===== src/rtl/zpm_pkg.sv =====
// zpm_pkg: shared widths, defaults, status codes and the controller/datapath
// command and status structs of the zoned page map translation unit.
// No dependencies.
`default_nettype none

package zpm_pkg;

   // default sizing of the block
   localparam int DEF_LOGICAL_BLOCKS = 65536;
   localparam int DEF_NUM_ZONES      = 64;
   localparam int DEF_MAX_RUN        = 64;

   // fixed field widths
   localparam int LB_W   = 16;
   localparam int CNT_W  = 7;
   localparam int ZB_W   = 17;
   localparam int WP_W   = 17;
   localparam int PHYS_W = 22;
   localparam int MOD_W  = LB_W + 1;

   // largest usable zone size
   localparam logic [ZB_W-1:0] ZB_MAX = 17'd65536;

   // result status codes
   typedef enum logic [1:0] {
      RS_OK       = 2'd0,
      RS_NO_ZONE  = 2'd1,
      RS_EMPTY    = 2'd2,
      RS_TOO_LONG = 2'd3
   } status_type;

   // controller states
   typedef enum logic [8:0] {
      S_CLEAR = 9'b000000001,
      S_IDLE  = 9'b000000010,
      S_MOD   = 9'b000000100,
      S_CHECK = 9'b000001000,
      S_MUL   = 9'b000010000,
      S_ADD   = 9'b000100000,
      S_WRITE = 9'b001000000,
      S_READ  = 9'b010000000,
      S_LAST  = 9'b100000000
   } state_type;

   // commands from controller to datapath
   typedef struct packed {
      logic       clear_wr;
      logic       accept;
      logic       mod_step;
      logic       pop;
      logic       close_zone;
      logic       mul;
      logic       add;
      logic       map_wr;
      logic       map_rd;
      logic       wp_advance;
      logic       emit;
      logic       emit_base;
      status_type emit_status;
   } cmd_type;

   // status from datapath to controller
   typedef struct packed {
      logic clear_done;
      logic mod_done;
      logic empty_req;
      logic too_long;
      logic is_write;
      logic fits;
      logic pool_empty;
      logic run_done;
   } stat_type;

endpackage

`default_nettype wire


===== src/rtl/zpm_ctrl.sv =====
// zpm_ctrl: sequencing state machine of the zoned page map unit.
// Depends on zpm_pkg for the state, command and status types.
`default_nettype none

module zpm_ctrl (
   input  wire logic              clock,
   input  wire logic              reset,
   input  wire logic              start,
   output logic                   busy,
   input  wire zpm_pkg::stat_type stat,
   output zpm_pkg::cmd_type       cmd
);
   import zpm_pkg::*;

   state_type state_ff, state_in;

   // next state and command decode
   always_comb begin
      state_in = state_ff;
      cmd      = '0;
      case (state_ff)
         S_CLEAR: begin
            cmd.clear_wr = 1'b1;
            if (stat.clear_done) state_in = S_IDLE;
         end
         S_IDLE: begin
            if (start) begin
               cmd.accept = 1'b1;
               state_in   = S_MOD;
            end
         end
         S_MOD: begin
            cmd.mod_step = 1'b1;
            if (stat.mod_done) state_in = S_CHECK;
         end
         S_CHECK: begin
            if (stat.empty_req) begin
               cmd.emit        = 1'b1;
               cmd.emit_status = RS_EMPTY;
               state_in        = S_IDLE;
            end else if (stat.too_long) begin
               cmd.emit        = 1'b1;
               cmd.emit_status = RS_TOO_LONG;
               state_in        = S_IDLE;
            end else if (!stat.is_write) begin
               state_in = S_READ;
            end else if (stat.fits) begin
               state_in = S_MUL;
            end else if (stat.pool_empty) begin
               cmd.close_zone  = 1'b1;
               cmd.emit        = 1'b1;
               cmd.emit_status = RS_NO_ZONE;
               state_in        = S_IDLE;
            end else begin
               cmd.pop  = 1'b1;
               state_in = S_MUL;
            end
         end
         S_MUL: begin
            cmd.mul  = 1'b1;
            state_in = S_ADD;
         end
         S_ADD: begin
            cmd.add  = 1'b1;
            state_in = S_WRITE;
         end
         S_WRITE: begin
            cmd.map_wr = 1'b1;
            if (stat.run_done) state_in = S_LAST;
         end
         S_LAST: begin
            // single write result once the run is mapped
            cmd.wp_advance  = 1'b1;
            cmd.emit        = 1'b1;
            cmd.emit_base   = 1'b1;
            cmd.emit_status = RS_OK;
            state_in        = S_IDLE;
         end
         S_READ: begin
            cmd.map_rd = 1'b1;
            if (stat.run_done) state_in = S_IDLE;
         end
         default: begin
            state_in = S_CLEAR;
         end
      endcase
   end

   // state register
   always_ff @(posedge clock) begin
      if (reset) begin
         state_ff <= S_CLEAR;
      end else begin
         state_ff <= state_in;
      end
   end

   assign busy = (state_ff != S_IDLE);

endmodule

`default_nettype wire


===== config.mk =====
export PLATFORM = sky130hd
export DESIGN_NAME = zpm_ctrl
export DESIGN_NICKNAME = d
export VERILOG_FILES = /design/src/rtl/zpm_pkg.sv /design/src/rtl/zpm_ctrl.sv
export SDC_FILE = /design/constraint.sdc
export NUM_CORES = 1
export LEC_CHECK = 0
export BUFFER_PORTS_ARGS = -buffer_cell sky130_fd_sc_hd__buf_4
export CAP_MARGIN = 20
export CORE_MARGIN = 2
export CORE_UTILIZATION = 35
export DETAILED_ROUTE_END_ITERATION = 6
export SLEW_MARGIN = 20
export SYNTH_ARGS = -nofsm -noshare
export SYNTH_HDL_FRONTEND = slang
export SYNTH_SLANG_ARGS = --single-unit

===== constraint.sdc =====
create_clock -name clock -period 5.1 [get_ports clock]
set_input_delay 0.255 -clock clock [delete_from_list [all_inputs] [get_ports clock]]
set_output_delay 0.255 -clock clock [all_outputs]
set_load 0.1 [all_outputs]

==> results of run 1 <==
## routing by layer
metal  share of wire [%]  vias up
met5                   0        -
met3                 5.6        0
met4                   0        0
met1                  49      348
met2                  46       22
li1                    -      380
## cells in the final DEF, fill, tap and decap left out, types with 2 or more instances in the layout
master / Yosys / final
nor2_1: 8 / 8
xor2_1: 2 / 2
inv_1: 2 / 2
nand3_1: 3 / 3
nor4_1: 5 / 5
or4b_1: 2 / 2
or3_1: 2 / 2
nor2b_1: 3 / 3
a21oi_1: 4 / 4
o31ai_1: 2 / 2
clkbuf_4: 0 / 3
dfxtp_1: 9 / 9
nor3_1: 5 / 5
buf_4: 1 / 25
and3_1: 2 / 2
nand2_1: 3 / 3
nor3b_1: 5 / 5
and2_1: 2 / 2
and4_1: 2 / 2
## cell type report
| cell class | instances | area [um^2] | share of cell area, % |
|---|---|---|---|
| Tap cell | 27 | 33.8 | 3.62 |
| Multi-Input combinational cell | 72 | 497 | 53.3 |
| Sequential cell | 9 | 180 | 19.3 |
| Clock buffer | 4 | 26.3 | 2.82 |
| Timing Repair Buffer | 25 | 188 | 20.1 |
| Inverter | 2 | 7.51 | 0.805 |
## cell families after synthesis
| kind of cell | after synthesis |
|---|---|
| compound gates | 15 |
| mux | 1 |
| xor+xnor | 3 |
| flops | 9 |
| simple gates | 53 |
| buf+inv | 7 |
## how the worst max path moves through the flow
stage,startpoint,end,slack (ns),depth (start not counted)
after floorplan,state_ff[6],cmd[3],0.85,5
after global placement,state_ff[5],cmd[0],2.98,4
after detailed placement,state_ff[5],cmd[0],2.97,4
after CTS,state_ff[5],cmd[0],2.68,4
after global routing,state_ff[1],cmd[3],2.55,5
final,state_ff[5],cmd[0],2.70,4
## stage by stage
step	power (mW)	utilization (%)	area [um^2]	instances	hold WS, ns
final	0.241	47.0	932	139	0.209
after global routing	0.254	47.0	932	139	0.212
after CTS	0.242	47.0	932	139	0.211
after detailed placement	0.185	45.7	906	135	0.486
after global placement	0.186	45.7	906	135	0.482
after floorplan	0.164	-	737	88	0.324
## power groups by stage
stage                     logic, mW  registers, mW  clock network [mW]
after floorplan              0.0846         0.0794                   0
after global routing          0.108         0.0838              0.0614
after detailed placement      0.101         0.0840                   0
final                         0.102         0.0824              0.0571
after global placement        0.102         0.0839                   0
after CTS                     0.101         0.0823              0.0579
==> impl_results.md, run 1 <==
- Pre-antenna DRT Iters: 6
- Crit-path max FO: 7
- CTS tree: yes
- Busiest layer in global routing: met2
- Port Buffers: 25
- Root buf cell: clkbuf_4
- Synth Area in XOR/XNOR: 3.57%
- Post-synthesis sequential area ratio: 24.4%
- Htree depth: 1
- Clock Skews: roughly 0.0032 ns
- Logic pwr share: a little over two fifths
- Area share of fa/ha/maj cells after synthesis: 0%
- Top reg by flops: state_ff
- Final worst-path cycle share: a little under half
- Cells after synthesis: 88
- Routed len/inst: 13.3 um
- CP bufs+invs: 1
- Synth Flop Type: dfxtp_1
- Largest area contributor in the netlist: dfxtp_1
- Top post-synthesis cells by area: dfxtp_1, buf_6, nor3b_1
- Setup Buffers After CTS: 0
- Filler cells: about 200
- VDD IR-drop max: roughly 130 uV
- CP top delay family: simple AND/OR/NAND/NOR gates
- Post-Place Setup Slack: ~3.0 ns
- Hpwl dp: ~1500 um
- FF-to-FF Start: state_ff[5]
- CTS Buf Count: 3
- Worst EP arrival: ~2.2 ns
- Multiplexer share of the synthesized area: under 10%
- Routed Antenna Nets: 0
- Power per Cell Area: approximately 260 nW/um^2
- FF-to-FF End: state_ff[1]
- Synth Cell Area: approximately 740 um^2
- Number of core rows: 16
- Kind of critical path: reg2out
- Clock Power Share: about a quarter
- Relative slew slack: around three fifths
- Clock sinks: 9
- GPL Wtd Cong: 0.904
- Core footprint: around 2000 um^2
- Max cap viols: 0
- Routed wire length: approximately 1800 um
- Area of the die: 2490 um^2
- Flop pwr share: about a third
- CTS Hold Bufs: 0
- DR vias/cell: roughly 5.4
- Total negative slack: 0 ns
- Register bit total from synthesis: 9
- Least-Margin Pin Slew: about 0.61 ns
- CP max-delay cell: or4_4
- Worst Hold Endpoint: state_ff[7]
- Die height: 49.9 um
- Startpoint types: flip-flop
- Hold_sp: reset
- Post-synth top area share: 24.4%
- FFs w/ async S/R, synth: 0%
- Vias in the first global route: approximately 680
- WP data required: between 4 and 5 ns
- Via count: 750
- Final hold vios: 0
- M1 GR Usage: between 20% and 30%
- Crit path cell chain: or4_4 > or3_1 > nor3_2 > buf_4
- Most common cell in the netlist: dfxtp_1
- Final nets: 124
- Initial core utilization: about 37%
- R2R setup slack: about 3.3 ns
- GRT overflow: 0
- GRT Util Overall: 15.5%
- Switching Fraction: between 40 and 50%
- Max FFs per register: 9
- Post-synthesis compound-gate area fraction: between 10 and 15%
- CTS Buffer Depth: 2
- Met2 GRT Util: between 20 and 30%
- Synth cell types: around 40
- Skew-Pair Late Insertion Delay: 0.26 ns
- Switching power: a little over 0.1 mW
- Synth top cells by count: dfxtp_1, nor2_1, nor3_1, nor3b_1, nor4_1
- Yosys warnings: 0
- Clock-pin slew on the worst setup and hold paths: ~0.06 ns
- Mapped Nets: between 90 and 100
- Pins Over Slew Limit: 0
- Int Pwr: roughly 0.14 mW
- Setup violators final: 0
- Layout cells sized above 1: between 30% and 40%
- RSZ-0062 raised after global routing: false
- First-pass GRT wire length: ~3000 um
- Syn-to-layout area delta: 26.5%
- Largest regs: state_ff (9)
- DR DRC count: 0
- Worst Hold Class: in2reg
- Simple-gate area share of the yosys netlist: between 40% and 50%
- I/O pin count: 26
- Fmax: between 0.4 and 0.5 GHz
- Largest family of logic cells by synthesized area: simple AND/OR/NAND/NOR gates
- Largest net degree at the start of global routing: 11
- FF-to-FF path depth: 4
- Status: finished clean
- Max stage delay on crit path: 0.62 ns
- Die W: approximately 50 um
- Syn avg cell area: 8.37 um^2
- Final setup margin: around 2.7 ns
- Worst setup EP type: output port
- Ant. Diodes: 0
- GR Util met3: about 5.2%
- Period minus WS final: between 2 and 2.5 ns
- Initial antenna violation count: 0
- First DRT Iteration DRCs: 20
- WHS Path Cells: 2
- Post-synth EDFFs: 0
- LEAKAGE: 0.394 nW
- Post-cts sizing count: 0
Power figures use the tool's default switching activity.
==> run 2, diff against run 1 <==
--- a/config.mk
+++ b/config.mk
@@ -5,6 +5,7 @@
 export SDC_FILE = /design/constraint.sdc
 export NUM_CORES = 1
 export LEC_CHECK = 0
+export ABC_AREA = 1
 export BUFFER_PORTS_ARGS = -buffer_cell sky130_fd_sc_hd__buf_4
 export CAP_MARGIN = 20
 export CORE_MARGIN = 2
==> constraint.sdc (replaced) <==
create_clock -name clock -period 2.3 [get_ports clock]
set_input_delay 0.115 -clock clock [delete_from_list [all_inputs] [get_ports clock]]
set_output_delay 0.115 -clock clock [all_outputs]
set_load 0.1 [all_outputs]
==> impl_results.md, run 2 <==
- Status: finished clean
- CTS tree: yes
- DR vias/cell: 4.53 (-16%)
- Worst hold slack: 0.0313 ns (-0.178 ns)
- Final worst-path cycle share: about four fifths
- GRT overflow: 0 (unchanged)
- Largest regs: state_ff (9)
- Worst Hold Class: in2reg
- CTS Hold Bufs: 0 (unchanged)
- Area share of fa/ha/maj cells after synthesis: 0% (unchanged)
- Post-synthesis sequential area ratio: 24.0% (-0.45 points)
- Multiplexer share of the synthesized area: 0% (-1.4 points)
- Final nets: 159 (+28%)
- Vias in the first global route: 723 (+6.5%)
- Die W: 50.3 um (+0.86%)
- Tot Pwr: 0.948 mW (+290%)
- WP data required: 2.18 ns (-2.67 ns)
- Least-Margin Pin Slew: 0.329 ns (-0.277 ns)
- LEAKAGE: 0.544 nW (+38%)
- Largest area contributor in the netlist: dfxtp_1
- Setup violators final: 0 (unchanged)
- Worst EP arrival: 1.74 ns (-0.41 ns)
- Relative slew slack: 77.8% (+19 points)
- Clock sinks: 9 (unchanged)
- Routed Antenna Nets: 0 (unchanged)
- Skew-Pair Late Insertion Delay: 0.26 ns (about the same)
- Pre-antenna DRT Iters: 4 (-2)
- Fmax: 0.539 GHz
- Hpwl dp: 1530 um (+4.3%)
- Initial core utilization: 37.5% (+0.32 points)
- Die height: 50.3 um (+0.86%)
- VDD IR-drop max: 417 uV (+230%)
- Yosys warnings: 0 (unchanged)
- Post-synthesis compound-gate area fraction: 6.83% (-7.8 points)
- Root buf cell: clkbuf_4
- Setup Buffers After CTS: 0 (unchanged)
- Clock Skews: 0.000929 ns (-0.00227 ns)
- Max cap viols: 0 (unchanged)
- Kind of critical path: reg2out
- Period minus WS final: 1.86 ns
- Synth Area in XOR/XNOR: 0% (-3.6 points)
- Post-synth EDFFs: 0 (unchanged)
- Routed len/inst: 9.89 um (-26%)
- GPL Wtd Cong: 0.809 (-11%)
- Startpoint types: flip-flop
- Synth top cells by count: inv_1, nand2_1, nand3_1
- RSZ-0062 raised after global routing: false
- Cells after synthesis: 119 (+35%)
- Commonest non-fill, non-tap cells in the layout: inv_1, buf_4, nand2_1, nand3_1, nor2_2
- Top post-synthesis cells by area: dfxtp_1, inv_1, nor2_2
- First DRT Iteration DRCs: 16 (-20%)
- Area of the die: 2530 um^2 (+1.7%)
- Power per Cell Area: 927 nW/um^2 (+260%)
- Layout cells sized above 1: 40.8% (+8.7 points)
- Largest net degree at the start of global routing: 8 (-3)
- Initial antenna violation count: 0 (unchanged)
- DR DRC count: 0 (unchanged)
- First-pass GRT wire length: 2880 um (-1.9%)
- Post-layout util: 51.1% (+4.0 points)
- GRT Util Overall: 14.7% (-0.78 points)
- Crit-path max FO: 5 (-2)
- Final hold vios: 0 (unchanged)
- Core footprint: 2000 um^2 (+1.0%)
- Max FFs per register: 9 (unchanged)
- Via count: 789 (+5.2%)
- Mapped Nets: 130 (+31%)
- Worst setup EP type: output port
- Htree depth: 1 (unchanged)
- Synth Flop Type: dfxtp_1
- Post-cts sizing count: 0 (unchanged)
- Post-Place Setup Slack: 0.712 ns (-2.26 ns)
- FFs w/ async S/R, synth: 0% (unchanged)
- Number of core rows: 16 (unchanged)
- CTS Buffer Depth: 2 (unchanged)
- Syn avg cell area: 6.31 um^2 (-25%)
- Commonest non-fill, non-tap cell in the layout: inv_1
- Clock-pin slew on the worst setup and hold paths: 0.06 ns (about the same)
- I/O pin count: 26 (unchanged)
- Filler cells: 227 (+16%)
- Ant. Diodes: 0 (unchanged)
- Port Buffers: 25 (unchanged)
- Non-Filler Instances: 174 (+25%)
- Synth Cell Area: 751 um^2 (+1.9%)
- Final setup margin: 0.444 ns (-2.25 ns)
- CTS Buf Count: 3 (unchanged)
- Simple-gate area share of the yosys netlist: 51.5% (+3.6 points)
- Largest family of logic cells by synthesized area: simple AND/OR/NAND/NOR gates
- Most common cell in the netlist: inv_1
- Placed cells: 170 (+26%)
- Register bit total from synthesis: 9 (unchanged)
- Pins Over Slew Limit: 0 (unchanged)
- Syn-to-layout area delta: 36.2%
- Post-synth top area share: 24.0% (-0.45 points)
- Synth cell types: 21 (-49%)
- Routed wire length: 1720 um (-6.9%)
- Top reg by flops: state_ff
[run 2: path summary, 6_finish.rpt]
path / slack, ns / depth (start not counted) / startpoint / to
max reg2reg: 0.89 / 9 / state_ff[6] / state_ff[2]
max: 0.44 / 6 / state_ff[5] / cmd[10]
min reg2reg: 0.61 / 4 / state_ff[4] / state_ff[5]
min: 0.03 / 2 / reset / state_ff[7]
[run 2: layout make-up]
class	instances	area, um^2	share of cell area (%)
clock buffer	4	26.3	2.57
inverter	32	125	12.2
multi-input combinational	77	469	45.9
sequential	9	180	17.6
tap	27	33.8	3.30
timing repair buffer	25	188	18.4
[run 2: where the power goes]
part | internal [mW] | switching (mW)
logic | 0.176 | 0.444
registers | 0.184 | 0.0258
clock network | 0.0666 | 0.0514
total | 0.427 | 0.521
[run 2: per-layer routing]
metal,up-vias,part of all wire (%),global-route usage [%]
met5,-,0,0
met4,0,0,1.35
met3,0,4.3,5.36
met2,16,53,26.8
met1,355,43,16.9
li1,418,-,-
[run 2: kinds of logic after synthesis]
family                 Yosys count
AND/OR/NAND/NOR                 68
buffers and inverters           33
AO/OA/AOI/OAI                    9
flip-flops                       9
[run 2: worst max-delay path: stages, from the launching register on]
cell	delay [ns]
dfxtp_1	0.32
nor2_1	0.16
nand3_1	0.15
nor2_2	0.19
nand3_1	0.17
nor4_2	0.17
buf_4	0.33
[run 2: through the flow]
step	cell area, um^2	TNS, ns
global placement	996	0
global route	1020	0
CTS	1020	0
detailed placement	996	0
floorplan	782	-0.356
finish	1020	0
